**config.mk**
```make
export PLATFORM = sky130hd
export DESIGN_NAME = tlb_maintenance_engine_core_flat
export DESIGN_NICKNAME = d
export VERILOG_FILES = /design/src/rtl/core/tme_pkg.sv /design/src/rtl/core/tme_if.sv /design/src/rtl/core/tme_front.sv /design/src/rtl/core/tme_back.sv /design/src/rtl/core/tlb_maintenance_engine_core.sv /design/src/flat_wrapper.sv
export SDC_FILE = /design/constraint.sdc
export NUM_CORES = 2
export LEC_CHECK = 0
export BUFFER_PORTS_ARGS = -buffer_cell sky130_fd_sc_hd__buf_4
export CAP_MARGIN = 10
export CORE_UTILIZATION = 57
export DETAILED_ROUTE_END_ITERATION = 6
export PLACE_DENSITY = 0.76
export SKIP_LAST_GASP = 1
export SYNTH_ARGS = -nofsm -noshare
export SYNTH_HDL_FRONTEND = slang
export SYNTH_SLANG_ARGS = --single-unit
```
**constraint.sdc**
```tcl
create_clock -name clock -period 5.64 [get_ports clock]
set_clock_uncertainty 0.05 [all_clocks]
set_input_delay 0.564 -clock clock [delete_from_list [all_inputs] [get_ports clock]]
set_output_delay 0.564 -clock clock [all_outputs]
set_load 0.02 [all_outputs]
```
**src/rtl/core/tme_pkg.sv**
```systemverilog
package tme_pkg;

   localparam int TABLE_ENTRIES_DEFAULT = 64;
   localparam int PAGE_W  = 20;
   localparam int FRAME_W = 20;
   localparam int ASID_W  = 6;
   localparam int SLOT_W  = 6;
   localparam int COUNT_W = 7;
   localparam int CMD_W   = 3;
   localparam int CSR_IDX_W  = 1;
   localparam int CSR_DATA_W = 6;

   localparam logic [CSR_IDX_W-1:0] CSR_ASID_MODE    = 1'd0;
   localparam logic [CSR_IDX_W-1:0] CSR_CURRENT_ASID = 1'd1;

   typedef enum logic [CMD_W-1:0] {
      CMD_LOAD       = 3'd0,
      CMD_INVALIDATE = 3'd1,
      CMD_CLEAN      = 3'd2,
      CMD_FLUSH_ALL  = 3'd3,
      CMD_FLUSH_ID   = 3'd4
   } cmd_type;

   typedef struct packed {
      logic [CMD_W-1:0]   cmd;
      logic [PAGE_W-1:0]  virt_page;
      logic [FRAME_W-1:0] phys_frame;
      logic               write_enable;
      logic               global_flag;
      logic [ASID_W-1:0]  target_asid;
      logic [SLOT_W-1:0]  victim_slot;
   } req_type;

   typedef struct packed {
      logic               hit;
      logic [SLOT_W-1:0]  slot_used;
      logic [COUNT_W-1:0] match_count;
   } rsp_type;

   // classified work handed from front to back
   typedef struct packed {
      logic               known;
      cmd_type            cmd;
      logic [PAGE_W-1:0]  page;
      logic [FRAME_W-1:0] frame;
      logic               dirty;
      logic               glob;
      logic [ASID_W-1:0]  id;
      logic [ASID_W-1:0]  target;
      logic [SLOT_W-1:0]  victim;
      logic               all_ids;
   } op_type;

endpackage

```
**src/rtl/core/tme_if.sv**
```systemverilog
interface tme_req_if;
   logic               valid;
   logic               ready;
   tme_pkg::req_type   payload;
   modport source (output valid, output payload, input ready);
   modport sink   (input valid, input payload, output ready);
endinterface

interface tme_rsp_if;
   logic               valid;
   logic               ready;
   tme_pkg::rsp_type   payload;
   modport source (output valid, output payload, input ready);
   modport sink   (input valid, input payload, output ready);
endinterface

```
**src/rtl/core/tme_front.sv**
```systemverilog
module tme_front (
   input  logic               clock,
   input  logic               reset,
   tme_req_if.sink            req,
   input  logic               asid_mode,
   input  logic [tme_pkg::ASID_W-1:0] current_asid,
   output logic               op_valid,
   input  logic               op_ready,
   output tme_pkg::op_type    op
);
   // two-entry queue between front and back
   tme_pkg::op_type q_ff [2];
   tme_pkg::op_type q_in;
   logic [1:0] cnt_ff, cnt_in;
   logic       rd_ff, rd_in, wr_ff, wr_in;
   logic       push, pop;

   assign req.ready = (cnt_ff != 2'd2);
   assign push = req.valid && req.ready;
   assign pop  = op_valid && op_ready;
   assign op_valid = (cnt_ff != 2'd0);
   assign op = q_ff[rd_ff];

   always_comb begin
      q_in.cmd     = tme_pkg::cmd_type'(req.payload.cmd);
      q_in.known   = (req.payload.cmd inside {tme_pkg::CMD_LOAD, tme_pkg::CMD_INVALIDATE,
                      tme_pkg::CMD_CLEAN, tme_pkg::CMD_FLUSH_ALL, tme_pkg::CMD_FLUSH_ID});
      q_in.page    = req.payload.virt_page;
      q_in.frame   = req.payload.phys_frame;
      q_in.dirty   = req.payload.write_enable;
      q_in.glob    = req.payload.global_flag & asid_mode;
      q_in.id      = asid_mode ? current_asid : '0;
      q_in.target  = req.payload.target_asid;
      q_in.victim  = req.payload.victim_slot;
      q_in.all_ids = asid_mode;
      cnt_in = cnt_ff + {1'b0, push} - {1'b0, pop};
      wr_in  = wr_ff ^ push;
      rd_in  = rd_ff ^ pop;
   end

   always_ff @(posedge clock) begin
      if (reset) begin
         cnt_ff <= '0;
         wr_ff  <= 1'b0;
         rd_ff  <= 1'b0;
      end else begin
         cnt_ff <= cnt_in;
         wr_ff  <= wr_in;
         rd_ff  <= rd_in;
      end
      if (push) q_ff[wr_ff] <= q_in;
   end
endmodule

```
**src/rtl/core/tme_back.sv**
```systemverilog
module tme_back #(
   parameter int TABLE_ENTRIES = tme_pkg::TABLE_ENTRIES_DEFAULT
) (
   input  logic            clock,
   input  logic            reset,
   input  logic            op_valid,
   output logic            op_ready,
   input  tme_pkg::op_type op,
   tme_rsp_if.source       rsp
);
   localparam int IW = $clog2(TABLE_ENTRIES);
   localparam int CW = IW + 1;

   typedef enum logic [3:0] {
      ST_IDLE  = 4'b0001,
      ST_SCAN  = 4'b0010,
      ST_WRITE = 4'b0100,
      ST_DONE  = 4'b1000
   } state_type;

   logic [tme_pkg::PAGE_W-1:0]  page_mem  [TABLE_ENTRIES];
   logic [tme_pkg::ASID_W-1:0]  asid_mem  [TABLE_ENTRIES];
   logic [tme_pkg::FRAME_W-1:0] frame_mem [TABLE_ENTRIES];
   logic                        valid_ff [TABLE_ENTRIES];
   logic                        dirty_ff [TABLE_ENTRIES];
   logic                        glob_ff  [TABLE_ENTRIES];
   logic                        inuse_ff [TABLE_ENTRIES];

   state_type state_ff, state_in;
   tme_pkg::op_type op_ff;
   logic [CW-1:0] idx_ff, idx_in;
   logic [IW-1:0] idx;
   logic [CW-1:0] cnt_ff, cnt_in;
   logic          found_ff, found_in;
   logic [IW-1:0] hslot_ff, hslot_in;
   tme_pkg::rsp_type out_ff;
   logic          out_v_ff, out_v_in;

   // registered read of the entry under test
   logic                        ev_ff;
   logic [IW-1:0]               eidx_ff;
   logic [tme_pkg::PAGE_W-1:0]  rd_page_ff;
   logic [tme_pkg::ASID_W-1:0]  rd_asid_ff;
   logic [tme_pkg::FRAME_W-1:0] rd_frame_ff;
   logic                        rd_glob_ff;
   logic                        rd_inuse_ff;

   logic pmatch, fmatch, imatch, eu, last, issue, fire, clr;
   logic [IW-1:0] wslot;
   logic [tme_pkg::COUNT_W-1:0] sat;

   // victim slot modulo the table size by compare and subtract
   function automatic logic [IW-1:0] wrap_slot(logic [tme_pkg::SLOT_W-1:0] v);
      logic [tme_pkg::SLOT_W-1:0] r;
      r = v;
      for (int k = tme_pkg::SLOT_W - 1; k >= 0; k--) begin
         if ((TABLE_ENTRIES << k) < (1 << tme_pkg::SLOT_W) &&
             r >= tme_pkg::SLOT_W'(TABLE_ENTRIES << k))
            r = r - tme_pkg::SLOT_W'(TABLE_ENTRIES << k);
      end
      return IW'(r);
   endfunction

   assign idx    = idx_ff[IW-1:0];
   assign issue  = (state_ff == ST_SCAN) && (idx_ff != CW'(TABLE_ENTRIES));
   assign last   = (idx_ff == CW'(TABLE_ENTRIES));
   assign eu     = ev_ff && rd_inuse_ff;
   assign pmatch = eu && rd_page_ff == op_ff.page &&
                   (rd_glob_ff || rd_asid_ff == op_ff.id);
   assign fmatch = eu && rd_page_ff == op_ff.page && rd_frame_ff == op_ff.frame;
   assign imatch = eu && rd_asid_ff == op_ff.target;
   assign clr    = (op_ff.all_ids && fmatch) ||
                   (!op_ff.all_ids && pmatch && !found_ff && rd_frame_ff == op_ff.frame);
   assign wslot  = found_ff ? hslot_ff : wrap_slot(op_ff.victim);
   assign sat    = (CW > tme_pkg::COUNT_W && cnt_ff > CW'(127)) ? 7'd127
                                                               : tme_pkg::COUNT_W'(cnt_ff);
   assign fire   = (state_ff == ST_DONE) && (!out_v_ff || rsp.ready);

   assign op_ready   = (state_ff == ST_IDLE);
   assign rsp.valid   = out_v_ff;
   assign rsp.payload = out_ff;

   always_comb begin
      state_in = state_ff;
      idx_in   = idx_ff;
      cnt_in   = cnt_ff;
      found_in = found_ff;
      hslot_in = hslot_ff;
      out_v_in = out_v_ff;
      if (rsp.ready) out_v_in = 1'b0;
      if (fire) out_v_in = 1'b1;
      case (state_ff)
         ST_IDLE: begin
            if (op_valid) begin
               idx_in = '0;
               cnt_in = '0;
               found_in = 1'b0;
               hslot_in = '0;
               state_in = op.known ? ST_SCAN : ST_DONE;
            end
         end
         ST_SCAN: begin
            case (op_ff.cmd)
               tme_pkg::CMD_LOAD: begin
                  if (pmatch && !found_ff) begin
                     found_in = 1'b1;
                     hslot_in = eidx_ff;
                  end
               end
               tme_pkg::CMD_INVALIDATE, tme_pkg::CMD_CLEAN: begin
                  if (op_ff.all_ids) begin
                     if (fmatch) cnt_in = cnt_ff + 1'b1;
                  end else if (pmatch && !found_ff) begin
                     found_in = 1'b1;
                     if (rd_frame_ff == op_ff.frame) cnt_in = cnt_ff + 1'b1;
                  end
               end
               tme_pkg::CMD_FLUSH_ALL: if (eu) cnt_in = cnt_ff + 1'b1;
               tme_pkg::CMD_FLUSH_ID:  if (imatch) cnt_in = cnt_ff + 1'b1;
               default: ;
            endcase
            if (issue) idx_in = idx_ff + 1'b1;
            if (last) state_in = (op_ff.cmd == tme_pkg::CMD_LOAD) ? ST_WRITE : ST_DONE;
         end
         ST_WRITE: state_in = ST_DONE;
         ST_DONE:  if (fire) state_in = ST_IDLE;
         default:  state_in = ST_IDLE;
      endcase
   end

   always_ff @(posedge clock) begin
      if (reset) begin
         state_ff <= ST_IDLE;
         out_v_ff <= 1'b0;
         ev_ff    <= 1'b0;
         for (int i = 0; i < TABLE_ENTRIES; i++) begin
            valid_ff[i] <= 1'b0;
            dirty_ff[i] <= 1'b0;
            glob_ff[i]  <= 1'b0;
            inuse_ff[i] <= 1'b0;
         end
      end else begin
         state_ff <= state_in;
         out_v_ff <= out_v_in;
         ev_ff    <= issue;
         if (fire) begin
            out_ff.hit <= op_ff.cmd == tme_pkg::CMD_LOAD && op_ff.known && found_ff;
            out_ff.slot_used <= (op_ff.cmd == tme_pkg::CMD_LOAD && op_ff.known)
                                ? tme_pkg::SLOT_W'(wslot) : '0;
            out_ff.match_count <= (op_ff.cmd == tme_pkg::CMD_LOAD || !op_ff.known)
                                  ? '0 : sat;
         end
         if (state_ff == ST_SCAN) begin
            case (op_ff.cmd)
               tme_pkg::CMD_INVALIDATE, tme_pkg::CMD_CLEAN: begin
                  if (clr) begin
                     if (op_ff.cmd == tme_pkg::CMD_INVALIDATE) valid_ff[eidx_ff] <= 1'b0;
                     else dirty_ff[eidx_ff] <= 1'b0;
                  end
               end
               tme_pkg::CMD_FLUSH_ALL, tme_pkg::CMD_FLUSH_ID: begin
                  if (ev_ff && (op_ff.cmd == tme_pkg::CMD_FLUSH_ALL || imatch)) begin
                     valid_ff[eidx_ff] <= 1'b0;
                     dirty_ff[eidx_ff] <= 1'b0;
                     glob_ff[eidx_ff]  <= 1'b0;
                     inuse_ff[eidx_ff] <= 1'b0;
                  end
               end
               default: ;
            endcase
         end
         if (state_ff == ST_WRITE) begin
            valid_ff[wslot] <= 1'b1;
            dirty_ff[wslot] <= op_ff.dirty;
            glob_ff[wslot]  <= op_ff.glob;
            inuse_ff[wslot] <= 1'b1;
         end
      end
      if (issue) begin
         rd_page_ff  <= page_mem[idx];
         rd_asid_ff  <= asid_mem[idx];
         rd_frame_ff <= frame_mem[idx];
         rd_glob_ff  <= glob_ff[idx];
         rd_inuse_ff <= inuse_ff[idx];
      end
      eidx_ff <= idx;
      if (state_ff == ST_SCAN && ev_ff && (op_ff.cmd == tme_pkg::CMD_FLUSH_ALL ||
          (op_ff.cmd == tme_pkg::CMD_FLUSH_ID && imatch))) begin
         page_mem[eidx_ff]  <= '0;
         asid_mem[eidx_ff]  <= '0;
         frame_mem[eidx_ff] <= '0;
      end
      if (state_ff == ST_WRITE) begin
         page_mem[wslot]  <= op_ff.page;
         asid_mem[wslot]  <= op_ff.id;
         frame_mem[wslot] <= op_ff.frame;
      end
      if (state_ff == ST_IDLE && op_valid) op_ff <= op;
      idx_ff   <= idx_in;
      cnt_ff   <= cnt_in;
      found_ff <= found_in;
      hslot_ff <= hslot_in;
   end
endmodule

```
**src/rtl/core/tlb_maintenance_engine_core.sv**
```systemverilog
// a load scans every table entry, writes its slot, then answers; other commands only
// scan and answer; the back takes a new request only once its response is registered,
// and the scan reads one entry per cycle with its registered table read
// unknown commands skip the scan and go straight to the answer
// reset: synchronous; clears all entry marks at once, asid_mode to 1, current_asid to 0
module tlb_maintenance_engine_core #(
   parameter int TABLE_ENTRIES = tme_pkg::TABLE_ENTRIES_DEFAULT
) (
   input  logic clock,
   input  logic reset,
   tme_req_if.sink   req,
   tme_rsp_if.source rsp,
   input  logic                              csr_write_enable,
   input  logic [tme_pkg::CSR_IDX_W-1:0]     csr_index,
   input  logic [tme_pkg::CSR_DATA_W-1:0]    csr_write_data
);
   logic asid_mode_ff;
   logic [tme_pkg::ASID_W-1:0] current_asid_ff;
   logic op_valid, op_ready;
   tme_pkg::op_type op;

   always_ff @(posedge clock) begin
      if (reset) begin
         asid_mode_ff    <= 1'b1;
         current_asid_ff <= '0;
      end else if (csr_write_enable) begin
         case (csr_index)
            tme_pkg::CSR_ASID_MODE:    asid_mode_ff <= csr_write_data[0];
            tme_pkg::CSR_CURRENT_ASID: current_asid_ff <= csr_write_data;
            default: ;
         endcase
      end
   end

   tme_front u_front (
      .clock, .reset, .req,
      .asid_mode(asid_mode_ff), .current_asid(current_asid_ff),
      .op_valid, .op_ready, .op
   );

   tme_back #(.TABLE_ENTRIES(TABLE_ENTRIES)) u_back (
      .clock, .reset, .op_valid, .op_ready, .op, .rsp
   );

   a_rsp_hold: assert property (@(posedge clock) disable iff (reset)
      rsp.valid && !rsp.ready |=> rsp.valid && $stable(rsp.payload))
      else $error("response dropped while stalled");
   a_hit_load: assert property (@(posedge clock) disable iff (reset)
      rsp.valid && rsp.payload.hit |-> rsp.payload.match_count == '0)
      else $error("hit with nonzero count");
   a_one_op: assert property (@(posedge clock) disable iff (reset)
      op_valid && op_ready |=> !op_ready)
      else $error("back took two ops");
endmodule
```
**src/flat_wrapper.sv**
```systemverilog
// flat-port wrapper written by rule: the top's interface ports become plain ports
module tlb_maintenance_engine_core_flat 
#(
   parameter int TABLE_ENTRIES = tme_pkg::TABLE_ENTRIES_DEFAULT
)
  (clock, reset, csr_write_enable, csr_index, csr_write_data, req_valid, req_payload, req_ready, rsp_valid, rsp_payload, rsp_ready);
  tme_req_if req_i ();
  tme_rsp_if rsp_i ();
  input  logic clock;
  input  logic reset;
  input  logic csr_write_enable;
  input  logic [tme_pkg::CSR_IDX_W-1:0] csr_index;
  input  logic [tme_pkg::CSR_DATA_W-1:0] csr_write_data;
  input wire logic [$bits(req_i.valid)-1:0] req_valid;
  input wire logic [$bits(req_i.payload)-1:0] req_payload;
  output wire logic [$bits(req_i.ready)-1:0] req_ready;
  output wire logic [$bits(rsp_i.valid)-1:0] rsp_valid;
  output wire logic [$bits(rsp_i.payload)-1:0] rsp_payload;
  input wire logic [$bits(rsp_i.ready)-1:0] rsp_ready;
  assign req_i.valid = req_valid;
  assign req_i.payload = req_payload;
  assign req_ready = req_i.ready;
  assign rsp_valid = rsp_i.valid;
  assign rsp_payload = rsp_i.payload;
  assign rsp_i.ready = rsp_ready;
  tlb_maintenance_engine_core #(.TABLE_ENTRIES(TABLE_ENTRIES)) u_core (.clock(clock), .reset(reset), .req(req_i), .rsp(rsp_i), .csr_write_enable(csr_write_enable), .csr_index(csr_index), .csr_write_data(csr_write_data));
endmodule
```
==> results.yml <==
sta:
  finalMaxSlewViolations: 0
  period_share: 0.800
  finalHoldViolCount: 0
  rsz0062_at_grt: "false"
  setup-tns-final_ps: 0
  fin_crit_ps: 4510
  setup_viol: 0
  fin_ws_ps: 1130
  relSlewSlack: 0.187
  timing.fmax_mhz: 222
  worst_pin_slew_ps: 1210
clock_tree:
  clk_latency_ps: 980
  cts_buffers: 341
  cts_buffer_depth: 4
  cts-htree-levels: 5
  cts_tree: "built"
  clkTransAtPathRegs_ps: 60
  clkSinkCount: 3370
  cts_resized: 0
  clock-root-buffer: "clkbuf_16"
worst_setup_path:
  crit_buf_inv: 0
  crit_start: "u_core.u_back.op_ff[22]$_DFFE_PP_"
  cp-end-kind: "flop"
  critPathTopFamily: "simple AND/OR/NAND/NOR gates"
  critical_path_depth: 5
  cp_data_arrival_time_ps: 5040
  r2r-end: "u_core.u_back.cnt_ff[1]$_SDFFCE_PN0P_"
  critPathMaxStageDelay_ps: 990
  ff2ff_setup_slack_ps: 1130
  critPathSlowestCell: "a211oi_1"
  critPathKind: "flop to flop"
  crit_end: "u_core.u_back.cnt_ff[1]$_SDFFCE_PN0P_"
  cp_data_required_time_ps: 6170
  crit_fanout: 7
  critPathMostFrequentCell: "nand4_1"
  rr_worst_depth: 5
  crit_chain: "xnor2_1 > nand4_1 > nor3_1 > nand4_1 > a211oi_1"
  cp-start-kind: "flop"
  rr_startpoint: "u_core.u_back.op_ff[22]$_DFFE_PP_"
synth:
  synth-adder-area-share: 0.000759
  synth_xor_xnor_area_share: 0.00449
  synthSimpleGateAreaFrac: 0.0200
  yosysTopAreaCell: "edfxtp_1"
  ys.flop_type: "edfxtp_1"
  ys_ff_latch: 3370
  muxShareOfSynthArea: 0.141
  synth_edf_count: 3347
  syn_area_sq_mm: 0.129
  ys.warnings.count: 0
  ys_types: 62
  synth_fp_nets: 5922
  yosysTopAreaCellShare: 0.781
  synthTopCellsByArea: "edfxtp_1 78%, mux4_2 13%, a22oi_1 2.2%"
  synthArstFlopShare: 0
  synth_compound_area_frac: 0.0359
  ys_seq_area_frac: 0.785
  synthCells: 5846
  synth_top_family_by_area: "multiplexers"
  synth_area_per_cell_sq_um: 22.0
floorplan:
  initial_utilization: 0.573
  die-area_sq_mm: 0.228
  core-area_sq_mm: 0.224
  fp.dieW_um: 477
  rows: 174
  die_height_um: 477
  io_pins: 85
run_status:
  outcome: "complete, but fails checks"
  failed_checks: "design-rule violations"
placement:
  port_buffers: 83
  place.gp.congestion: 0.841
  hpwl_um: 174000
  place_ws_ps: 1610
drt:
  drt_iter0_drc: 11500
  wl_um: 354000
  vias_per_cell: 7.14
  drc_errors: 1
  routedWlPerCell_um: 37.3
  dr.pass1.iters: 7
  postRouteAntennaNets: 0
  routed-via-count: 67800
global_routing:
  grt_max_degree: 129
  grt_pass1_wl_um: 494000
  antenna_found_initial: 13
  grt_pass1_vias: 67200
  grt.total_usage: 0.310
  gr-total-overflow: 0
power_and_ir_drop:
  power_per_cell_area_mw_per_mm2: 428
  ir_worst_vdd_mv: 0.392
  power_leakage_nw: 42.7
final_layout:
  layout.nets: 6328
  area_growth_pct: 13.0
  final_cell_mix: "3,347 x edfxtp_1, 768 x mux4_2, 373 x a22oi_1"
  drive_above_1_share: 0.262
  layout_commonest_cell: "edfxtp_1"
flow_run:
  drv_cap: 0
worst_hold_path:
  worstHoldPathType: "input pin to flop"
  hold_path_depth: 5
==> metal layers <==
layer	share of wire	vias up	GRT usage	wire, um
met5	0.00014	-	0	48
met4	0.055	8	0.143	19400
met3	0.14	1097	0.0805	48600
met2	0.47	5970	0.486	167000
met1	0.34	35200	0.411	119000
li1	-	25600	-	-
==> layout make-up <==
class	count	area (sq um)
clock buffer	420	8930
clock inverter	175	1400
multi-input combinational	2127	26600
timing repair buffer	397	3690
antenna	6	15.0
sequential	3370	101000
tap	2992	3740
inverter	15	60.1
fill	13600	79100
==> where the power goes <==
group | internal (mW) | switching, mW
clock | 12.2 | 9.31
sequential | 27.9 | 0.574
combinational | 5.03 | 7.20
==> repair_timing <==
item                                    CTS  global route
endpoints found under the setup margin    0             0
buffers inserted                          0             0
hold buffers                             78             0
hold endpoints to repair                130             0
==> registers in the layout, summed over array words and instances, names as in the netlist, 7 cells and up <==
| name | cells |
|---|---|
| u_core.u_back.rd_page_ff | 20 |
| u_core.u_back.rd_frame_ff | 20 |
| u_core.u_front.q_ff | 128 |
| u_core.u_back.rsp.payload | 14 |
| u_core.u_back.cnt_ff | 7 |
| u_core.u_back.glob_ff | 64 |
| u_core.u_back.frame_mem | 1280 |
| u_core.u_back.asid_mem | 384 |
| u_core.u_back.idx_ff | 7 |
| u_core.u_back.page_mem | 1280 |
| u_core.u_back.inuse_ff | 64 |
| u_core.u_back.op_ff | 64 |
==> logic make-up (layout without fill, tap and decap cells) <==
logic type,after synthesis,count (layout)
flip-flops,3370,3370
multiplexers,846,846
AO/OA/AOI/OAI,707,707
AND/OR/NAND/NOR,500,500
buffers and inverters,349,1007
XOR/XNOR,66,66
adder cells (fa/ha/maj),8,8
other,0,6
==> worst reg2reg max path, cell delays in order, from the launching register on <==
cell      delay, ps
edfxtp_1        400
xnor2_1         710
nand4_1         450
nor3_1          930
nand4_1         590
a211oi_1       1000
==> synth_stat cells, types with 11 or more instances <==
library cell  number
nor2_1           173
buf_4             20
a22oi_1          373
mux4_2           768
buf_2             70
nand3_1           21
or4_1             47
nor4_1            11
clkbuf_1         189
dfxtp_1           23
o21ai_1           23
mux2_2            70
nand4_1           26
and2_1            66
inv_1             14
o21ai_0           49
buf_6             21
xnor2_1           33
buf_1             34
nor3_1            59
edfxtp_1        3347
a21oi_1          217
xor2_1            33
nand2_1           59
==> worst min-delay path by stage <==
stage	from	endpoint
global route	req_valid	u_core.u_front.wr_ff$_SDFF_PP0_
global placement	u_core.current_asid_ff[1]$_SDFFE_PP0P_	u_core.current_asid_ff[1]$_SDFFE_PP0P_
floorplan	u_core.u_back.idx_ff[4]$_SDFFCE_PN0P_	u_core.u_back.eidx_ff[4]$_DFF_P_
finish	req_valid	u_core.u_front.wr_ff$_SDFF_PP0_
detailed placement	u_core.current_asid_ff[1]$_SDFFE_PP0P_	u_core.current_asid_ff[1]$_SDFFE_PP0P_
CTS	req_valid	u_core.u_front.wr_ff$_SDFF_PP0_
==> metrics by stage <==
stage / hold slack (ps) / std cells / instance area (sq um) / total power, mW / utilization
global route: 135 / 9498 / 145000 / 63.6 / 0.648
floorplan: 296 / 5846 / 129000 / 37.0 / -
global placement: 403 / 8820 / 134000 / 40.7 / 0.598
detailed placement: 414 / 8821 / 134000 / 40.8 / 0.598
CTS: 102 / 9494 / 145000 / 62.1 / 0.647
finish: 157 / 9502 / 145000 / 62.2 / 0.648
No activity file was read; power rests on OpenSTA's default activity.
